[config.mk]
export PLATFORM = sky130hd
export DESIGN_NAME = markup_tag_stripper
export DESIGN_NICKNAME = d
export VERILOG_FILES = /design/src/sv/mts_pkg.sv /design/src/sv/mts_front.sv /design/src/sv/mts_queue.sv /design/src/sv/mts_back.sv /design/src/sv/markup_tag_stripper.sv
export VERILOG_INCLUDE_DIRS = /design/src /design/src/sv
export SDC_FILE = /design/constraint.sdc
export NUM_CORES = 1
export LEC_CHECK = 0
export ABC_CLOCK_PERIOD_IN_PS = 2210
export BUFFER_PORTS_ARGS = -buffer_cell sky130_fd_sc_hd__buf_2
export CELL_PAD_IN_SITES_DETAIL_PLACEMENT = 1
export CELL_PAD_IN_SITES_GLOBAL_PLACEMENT = 2
export CORE_MARGIN = 2
export CORE_UTILIZATION = 40
export CTS_CLUSTER_DIAMETER = 150
export CTS_CLUSTER_SIZE = 40
export DETAILED_ROUTE_END_ITERATION = 7
export GPL_TIMING_DRIVEN = 0
export MAX_ROUTING_LAYER = met4
export PLACE_DENSITY_LB_ADDON = 0.1
export SETUP_SLACK_MARGIN = 0.1
export SYNTH_ARGS = -nofsm -noshare
export SYNTH_HDL_FRONTEND = slang
export SYNTH_SLANG_ARGS = --single-unit
export TNS_END_PERCENT = 20
[constraint.sdc]
create_clock -name clk -period 2.21 [get_ports clk]
set_input_delay 0.221 -clock clk [delete_from_list [all_inputs] [get_ports clk]]
set_output_delay 0.221 -clock clk [all_outputs]
set_load 0.01 [all_outputs]
[src/sv/markup_tag_stripper_assert.svh]
// Assertion macros for the markup tag stripper.
`ifndef MARKUP_TAG_STRIPPER_ASSERT_SVH
`define MARKUP_TAG_STRIPPER_ASSERT_SVH
`ifndef NO_ASSERTIONS
// Checked only while out of reset.
`define MTS_ASSERT(lbl, prop) lbl: assert property (@(posedge clk) disable iff (!rst_n) prop) \
  else $error("markup_tag_stripper: check failed");
// Checked on every edge, reset included.
`define MTS_ASSERT_RST(lbl, prop) lbl: assert property (@(posedge clk) prop) \
  else $error("markup_tag_stripper: reset check failed");
`else
`define MTS_ASSERT(lbl, prop)
`define MTS_ASSERT_RST(lbl, prop)
`endif
`endif

[src/sv/mts_pkg.sv]
// Shared types and character constants of the markup tag stripper.
`timescale 1ns / 1ps
package mts_pkg;

  localparam int unsigned HIST_DEPTH = 8;

  // Character codes.
  localparam logic [7:0] CH_LT = 8'h3C;
  localparam logic [7:0] CH_GT = 8'h3E;
  localparam logic [7:0] CH_SP = 8'h20;
  localparam logic [7:0] CH_HT = 8'h09;
  localparam logic [7:0] CH_LF = 8'h0A;
  localparam logic [7:0] CH_VT = 8'h0B;
  localparam logic [7:0] CH_FF = 8'h0C;
  localparam logic [7:0] CH_CR = 8'h0D;
  localparam logic [7:0] CH_NUL = 8'h00;

  // Element markers, oldest byte in the most significant position.
  localparam logic [55:0] OPEN_SCRIPT = "<script";
  localparam logic [47:0] OPEN_STYLE = "<style";
  localparam logic [63:0] CLOSE_SCRIPT = "</script";
  localparam logic [55:0] CLOSE_STYLE = "</style";

  // How the back end treats a classified byte.
  typedef enum logic [1:0] {
    KIND_DROP,
    KIND_SPACE,
    KIND_TEXT
  } kind_t;

  // One queue entry between front and back.
  typedef struct packed {
    kind_t      kind;
    logic [7:0] data;
    logic       last;
  } qent_t;

  // Byte history, index 0 the most recent byte.
  typedef logic [HIST_DEPTH-1:0][7:0] hist_t;

endpackage

[src/sv/mts_front.sv]
// Front end: tracks tag and element state and classifies each byte.
`timescale 1ns / 1ps
module mts_front (
  input  logic          clk,
  input  logic          rst_n,
  input  logic          in_vld,
  output logic          in_rdy,
  input  logic [7:0]    in_byte,
  input  logic          in_end_of_doc,
  input  logic          q_full,
  output logic          q_push,
  output mts_pkg::qent_t q_data
);

  mts_pkg::hist_t hist_r, hist_nxt;
  logic tag_r, tag_nxt;
  logic script_r, script_nxt;
  logic style_r, style_nxt;

  logic open_script_m, open_style_m;
  logic close_script_m, close_style_m;
  logic script_eff, style_eff;
  logic is_ws;
  logic keep;

  assign in_rdy = !q_full;
  assign q_push = in_vld && !q_full;

  // Pattern matches against the previous bytes.
  assign open_script_m  = (hist_r[6:0] == mts_pkg::OPEN_SCRIPT);
  assign open_style_m   = (hist_r[5:0] == mts_pkg::OPEN_STYLE);
  assign close_script_m = (hist_r[7:0] == mts_pkg::CLOSE_SCRIPT);
  assign close_style_m  = (hist_r[6:0] == mts_pkg::CLOSE_STYLE);

  assign script_eff = script_r || open_script_m;
  assign style_eff  = style_r || open_style_m;

  assign is_ws = (in_byte == mts_pkg::CH_SP) || (in_byte == mts_pkg::CH_HT) ||
                 (in_byte == mts_pkg::CH_LF) || (in_byte == mts_pkg::CH_VT) ||
                 (in_byte == mts_pkg::CH_FF) || (in_byte == mts_pkg::CH_CR);

  // Tag and element state update for the incoming byte.
  always_comb begin
    tag_nxt    = tag_r;
    script_nxt = script_eff;
    style_nxt  = style_eff;
    if (in_byte == mts_pkg::CH_LT) begin
      tag_nxt = 1'b1;
    end else if (in_byte == mts_pkg::CH_GT) begin
      if (script_eff && close_script_m) begin
        script_nxt = 1'b0;
      end
      if (style_eff && close_style_m) begin
        style_nxt = 1'b0;
      end
      tag_nxt = 1'b0;
    end
  end

  assign keep = (in_byte != mts_pkg::CH_GT) && !tag_nxt && !script_nxt && !style_nxt;

  // Classification of the beat for the back end.
  always_comb begin
    q_data.data = in_byte;
    q_data.last = in_end_of_doc;
    if (!keep) begin
      q_data.kind = mts_pkg::KIND_DROP;
    end else if (is_ws) begin
      q_data.kind = mts_pkg::KIND_SPACE;
    end else begin
      q_data.kind = mts_pkg::KIND_TEXT;
    end
  end

  // History shift.
  always_comb begin
    hist_nxt = {hist_r[mts_pkg::HIST_DEPTH-2:0], in_byte};
  end

  // State registers; the last byte of a document clears everything.
  always_ff @(posedge clk) begin
    if (!rst_n) begin
      hist_r   <= '0;
      tag_r    <= 1'b0;
      script_r <= 1'b0;
      style_r  <= 1'b0;
    end else if (q_push) begin
      if (in_end_of_doc) begin
        hist_r   <= '0;
        tag_r    <= 1'b0;
        script_r <= 1'b0;
        style_r  <= 1'b0;
      end else begin
        hist_r   <= hist_nxt;
        tag_r    <= tag_nxt;
        script_r <= script_nxt;
        style_r  <= style_nxt;
      end
    end
  end

endmodule

[src/sv/mts_queue.sv]
// Short queue of classified beats between front and back end.
`timescale 1ns / 1ps
module mts_queue #(
  parameter int unsigned DEPTH = 2
) (
  input  logic           clk,
  input  logic           rst_n,
  input  logic           push,
  input  mts_pkg::qent_t push_data,
  output logic           full,
  input  logic           pop,
  output mts_pkg::qent_t pop_data,
  output logic           empty
);

  localparam int unsigned PW = $clog2(DEPTH);
  localparam int unsigned CW = $clog2(DEPTH + 1);
  localparam logic [PW-1:0] LAST_PTR = PW'(DEPTH - 1);
  localparam logic [CW-1:0] FULL_CNT = CW'(DEPTH);

  mts_pkg::qent_t mem_r [DEPTH];
  logic [PW-1:0] wr_ptr_r, rd_ptr_r;
  logic [CW-1:0] cnt_r;

  assign full     = (cnt_r == FULL_CNT);
  assign empty    = (cnt_r == '0);
  assign pop_data = mem_r[rd_ptr_r];

  // Entry storage.
  always_ff @(posedge clk) begin
    if (push) begin
      mem_r[wr_ptr_r] <= push_data;
    end
  end

  // Pointers and fill count.
  always_ff @(posedge clk) begin
    if (!rst_n) begin
      wr_ptr_r <= '0;
      rd_ptr_r <= '0;
      cnt_r    <= '0;
    end else begin
      if (push) begin
        wr_ptr_r <= (wr_ptr_r == LAST_PTR) ? '0 : wr_ptr_r + 1'b1;
      end
      if (pop) begin
        rd_ptr_r <= (rd_ptr_r == LAST_PTR) ? '0 : rd_ptr_r + 1'b1;
      end
      if (push && !pop) begin
        cnt_r <= cnt_r + 1'b1;
      end else if (pop && !push) begin
        cnt_r <= cnt_r - 1'b1;
      end
    end
  end

endmodule

[src/sv/mts_back.sv]
// Back end: whitespace collapse and the output register.
`timescale 1ns / 1ps
module mts_back (
  input  logic           clk,
  input  logic           rst_n,
  input  logic           q_empty,
  input  mts_pkg::qent_t q_data,
  output logic           q_pop,
  output logic           out_vld,
  input  logic           out_rdy,
  output logic [7:0]     out_byte,
  output logic           out_valid,
  output logic           out_last
);

  logic       out_vld_r;
  logic [7:0] out_byte_r, out_byte_nxt;
  logic       out_valid_r, out_valid_nxt;
  logic       out_last_r;
  logic       emitted_r, emitted_nxt;
  logic       space_r, space_nxt;

  assign q_pop     = !q_empty && (!out_vld_r || out_rdy);
  assign out_vld   = out_vld_r;
  assign out_byte  = out_byte_r;
  assign out_valid = out_valid_r;
  assign out_last  = out_last_r;

  // Emit decision for the popped beat.
  always_comb begin
    out_byte_nxt  = mts_pkg::CH_NUL;
    out_valid_nxt = 1'b0;
    emitted_nxt   = emitted_r;
    space_nxt     = space_r;
    unique case (q_data.kind)
      mts_pkg::KIND_SPACE: begin
        if (emitted_r && !space_r) begin
          out_byte_nxt  = mts_pkg::CH_SP;
          out_valid_nxt = 1'b1;
          space_nxt     = 1'b1;
        end
      end
      mts_pkg::KIND_TEXT: begin
        out_byte_nxt  = q_data.data;
        out_valid_nxt = 1'b1;
        emitted_nxt   = 1'b1;
        space_nxt     = 1'b0;
      end
      default: begin
      end
    endcase
  end

  // Collapse state, cleared after the last byte of a document.
  always_ff @(posedge clk) begin
    if (!rst_n) begin
      emitted_r <= 1'b0;
      space_r   <= 1'b0;
    end else if (q_pop) begin
      emitted_r <= q_data.last ? 1'b0 : emitted_nxt;
      space_r   <= q_data.last ? 1'b0 : space_nxt;
    end
  end

  // Output register.
  always_ff @(posedge clk) begin
    if (!rst_n) begin
      out_vld_r <= 1'b0;
    end else if (q_pop) begin
      out_vld_r <= 1'b1;
    end else if (out_rdy) begin
      out_vld_r <= 1'b0;
    end
  end

  always_ff @(posedge clk) begin
    if (q_pop) begin
      out_byte_r  <= out_byte_nxt;
      out_valid_r <= out_valid_nxt;
      out_last_r  <= q_data.last;
    end
  end

endmodule

[src/sv/markup_tag_stripper.sv]
// Path: an accepted beat is written to the queue, then popped into the output register.
// Throughput: one byte per cycle while in_rdy is high; the front state update for each
// byte and the back end's whitespace state are each computed combinationally.
// The queue between front and back absorbs output stalls before in_rdy drops.
// Reset: synchronous active-low rst_n clears history, tag state and output valid.
`timescale 1ns / 1ps
`include "markup_tag_stripper_assert.svh"
module markup_tag_stripper #(
  parameter int unsigned QUEUE_DEPTH = 2
) (
  input  logic       clk,
  input  logic       rst_n,
  input  logic       in_vld,
  output logic       in_rdy,
  input  logic [7:0] in_byte,
  input  logic       in_end_of_doc,
  output logic       out_vld,
  input  logic       out_rdy,
  output logic [7:0] out_byte,
  output logic       out_valid,
  output logic       out_last
);

  mts_pkg::qent_t push_data, pop_data;
  logic q_push, q_pop, q_full, q_empty;

  // Classification stage.
  mts_front u_front (
    .clk           (clk),
    .rst_n         (rst_n),
    .in_vld        (in_vld),
    .in_rdy        (in_rdy),
    .in_byte       (in_byte),
    .in_end_of_doc (in_end_of_doc),
    .q_full        (q_full),
    .q_push        (q_push),
    .q_data        (push_data)
  );

  // Decoupling queue.
  mts_queue #(
    .DEPTH (QUEUE_DEPTH)
  ) u_queue (
    .clk       (clk),
    .rst_n     (rst_n),
    .push      (q_push),
    .push_data (push_data),
    .full      (q_full),
    .pop       (q_pop),
    .pop_data  (pop_data),
    .empty     (q_empty)
  );

  // Emit stage.
  mts_back u_back (
    .clk       (clk),
    .rst_n     (rst_n),
    .q_empty   (q_empty),
    .q_data    (pop_data),
    .q_pop     (q_pop),
    .out_vld   (out_vld),
    .out_rdy   (out_rdy),
    .out_byte  (out_byte),
    .out_valid (out_valid),
    .out_last  (out_last)
  );

  // A reset cycle leaves no beat pending at the output.
  `MTS_ASSERT_RST(a_rst_clears_out, !rst_n |=> !out_vld)
  // A closing bracket is never emitted as text.
  `MTS_ASSERT(a_no_gt_out, out_vld && out_valid |-> out_byte != mts_pkg::CH_GT)
  // A beat without a character carries a zero byte.
  `MTS_ASSERT(a_empty_zero, out_vld && !out_valid |-> out_byte == mts_pkg::CH_NUL)
  // A popped beat never comes from an empty queue.
  `MTS_ASSERT(a_pop_nonempty, q_pop |-> !q_empty)

endmodule
==> results.cfg <==
[floorplanning]
core-area_um2 = 11370
io_pins = 25
rows = 39
start_util = 0.4082
fp.dieW_um = 111.7
design.die.area_um2 = 12480
fp.dieH_um = 111.7

[placement]
io_buffer_count = 23
place_congestion = 0.7589
place_hpwl_um = 8193

[yosys]
yosysWarnings = 0
ys.flop_type = dfxtp_1
synth_edf_count = 32
synth_nets = 470
synth_cells = 454
syn_avg_cell_area_um2 = 10.22
ys_types = 43
ys_ff_latch = 107
async_flop_share = 0
syn-cell-area_um2 = 4641
yosysSeqAreaShare = 0.5306

[sta]
finalHoldViolCount = 0
drv_slew = 0
fin_crit_sh = 0.9055
holdWs_ns = 0.1035
post-route-min-period_ns = 2.001
finalClockSkew_ns = 0.009994
grt_setup_unrepaired = yes
max-slew-margin-rel = 0.6082
worstMarginPinSlew_ns = 0.5877
fmax_ghz = 0.4997
setup_viol = 0

[clock_network]
cts_buffers = 9
cts.sinks = 107
ctsHoldBuffers = 0
clockBufferDepth = 2
cts_tree = yes
cts_root_buf = clkbuf_16
clkLatencyLatePin_ns = 0.35
cts_htree_levels = 3
clkSlewWorstSetupHoldPaths_ns = 0.07

[routing]
wl_per_cell_um = 17.85
met2_length_um = 5743
wl_met3_um = 219
drc = 0
via_per_inst = 5.355
antenna_left = 0
dr_total_vias = 3411
drtIter0Drc = 163
drt_pass1_iterations = 4
top_layer = met4
met1_length_um = 5260
routed_wl_um = 11370

[outcome]
outcome = completed

[final_layout]
syn2layout_area_growth_pct = 14.99
layout-drive-gt1-share = 0.1356
antennaDiodeCount = 0
layout.nets = 505
final.fill_count = 1288
multi_input_area_um2 = 2085
seq_area_um2 = 2464

[critical_path]
cp_data_arrival_time_ns = 1.98
cp.required_ns = 2.19
cp-start-kind = flip-flop
end_kind = flip-flop
timing_worst_setup_path_type = flip-flop to flip-flop
cp_max_fo = 11

[grt]
antenna_found_initial = 0
grt_pass1_wl_um = 18950
grt_use_total = 0.1961
grt_max_degree = 19
grt-ovfl-total = 0
grt_pass1_vias = 3548

[power]
ir_drop_mv = 0.4780
total_power_mw = 5.031
power_density_nw_per_um2 = 942.8
p_leak_nw = 1.739

[hold_path]
hold_path_class = input pin to flip-flop

[flow_run]
maxCapViolCount = 0
-- repair_timing --
| item | 4_1_cts | 5_1_grt |
|---|---|---|
| setup endpoints to repair | 29 | 16 |
| pin swaps | 0 | 4 |
| resized for setup | 6 | 8 |
| setup buffers | 0 | 1 |
-- report_power, final --
part           leakage [nW]  switching [mW]  internal, mW  total (mW)
clock network         0.162           0.765         0.971        1.74
registers             0.906          0.0822          2.27        2.35
logic                 0.671           0.591         0.350       0.941
-- cells in the final DEF (no fill, tap or decap), types with 2 or more instances in the layout --
| cell | netlist | layout |
|---|---|---|
| dfxtp_1 | 75 | 74 |
| nor3b_1 | 67 | 67 |
| a21oi_1 | 67 | 67 |
| nor2b_1 | 66 | 66 |
| edfxtp_1 | 32 | 32 |
| buf_2 | 9 | 31 |
| clkbuf_1 | 23 | 23 |
| nor2_1 | 21 | 19 |
| clkbuf_16 | 0 | 11 |
| nand2_1 | 11 | 10 |
| mux2i_1 | 9 | 9 |
| nor3_1 | 5 | 5 |
| o21ai_0 | 5 | 5 |
| inv_1 | 5 | 4 |
| and2_1 | 4 | 4 |
| nand3_1 | 4 | 4 |
| nand4_1 | 3 | 3 |
| nor4b_1 | 3 | 3 |
| and4b_1 | 3 | 3 |
| nor4b_2 | 3 | 3 |
| a31oi_1 | 4 | 3 |
| inv_6 | 0 | 3 |
| nand2b_1 | 2 | 2 |
| clkinvlp_4 | 0 | 2 |
| mux2_2 | 2 | 2 |
| and4bb_1 | 2 | 2 |
| nor4_1 | 2 | 2 |
| and4_1 | 2 | 2 |
| nand4bb_1 | 2 | 2 |
| xnor2_1 | 2 | 2 |
| a21boi_0 | 2 | 2 |
| o21a_1 | 2 | 2 |
| ha_1 | 3 | 2 |
-- final timing paths --
check	slack, ns	from	depth (start not counted)	to
worst max-delay path	0.21	u_queue.cnt_r[0]	5	u_queue.mem_r[1][9]
worst min-delay path	0.10	in_end_of_doc	1	u_queue.mem_r[0][0]
worst max register to register	0.21	u_queue.cnt_r[0]	5	u_queue.mem_r[1][9]
worst min register to register	0.48	u_front.tag_r	2	u_front.tag_r
-- flip-flops by register name, summed over array words and instances (netlist names), named ones only --
signal / flops
u_front.hist_nxt: 56
u_queue.mem_r: 22
u_back.out_byte: 8
u_front.hist_r: 8
u_queue.cnt_r: 2
u_back.emitted_r: 1
u_back.out_last: 1
u_back.out_valid: 1
u_back.out_vld: 1
u_back.space_r: 1
u_front.script_r: 1
u_front.style_r: 1
u_front.tag_r: 1
u_queue.rd_ptr_r: 1
u_queue.wr_ptr_r: 1
-- layout make-up --
cell class | instances | share of cell area
clock inverters | 5 | 0.009613
well taps | 143 | 0.03353
flip-flops and latches | 107 | 0.4617
repair buffers | 24 | 0.02298
multi-input cells | 310 | 0.3906
inverters | 5 | 0.004220
clock buffers | 11 | 0.05158
plain buffers | 32 | 0.02579
-- synthesized netlist by cell type, types with 3 or more instances --
cell,n,area share
nor4b_2,3,0.0097
inv_1,5,0.0040
ha_1,3,0.0081
nor3_1,5,0.0054
nand4_1,3,0.0040
nor3b_1,67,0.11
o21ai_0,5,0.0054
mux2i_1,9,0.019
nand3_1,4,0.0043
nor4b_1,3,0.0057
a21oi_1,67,0.072
buf_2,9,0.0097
a31oi_1,4,0.0054
clkbuf_1,23,0.019
and4b_1,3,0.0065
nand2_1,11,0.0089
edfxtp_1,32,0.21
dfxtp_1,75,0.32
nor2_1,21,0.017
nor2b_1,66,0.089
and2_1,4,0.0054
-- routing by layer --
layer,track usage,vias to the layer above
li1,-,1687
met1,0.2549,1682
met2,0.3248,32
met3,0.02069,10
met4,0.05926,0
met5,-,-
-- cell families (layout without fill, tap and decap cells) --
logic type	count (synthesis)	count (layout)	synth area share
compound gates	84	84	0.09706
fa+ha+maj	3	3	0.008089
mux	11	11	0.02427
flops	107	107	0.5306
buf+inv	37	77	0.03235
simple gates	209	209	0.3020
xor+xnor	3	3	0.005663
-- critical path, cell delays in order (launching register included) --
cell,delay (ns)
dfxtp_1,0.43
nand2b_1,0.22
nand2_4,0.13
buf_6,0.18
buf_2,0.21
nor2_2,0.47
-- metrics by stage --
stage / utilization / std cells / setup slack (ns) / TNS [ns] / area [um2]
after floorplan: - / 454 / 0.2523 / 0 / 4641
after global placement: 0.4340 / 620 / -0.2910 / -6.283 / 4935
after detailed placement: 0.4340 / 620 / -0.3603 / -7.679 / 4935
after CTS: 0.4646 / 636 / 0.09798 / 0 / 5283
after global routing: 0.4694 / 637 / 0.08049 / 0 / 5336
final: 0.4694 / 637 / 0.2088 / 0 / 5336
Power figures use the tool's default switching activity.
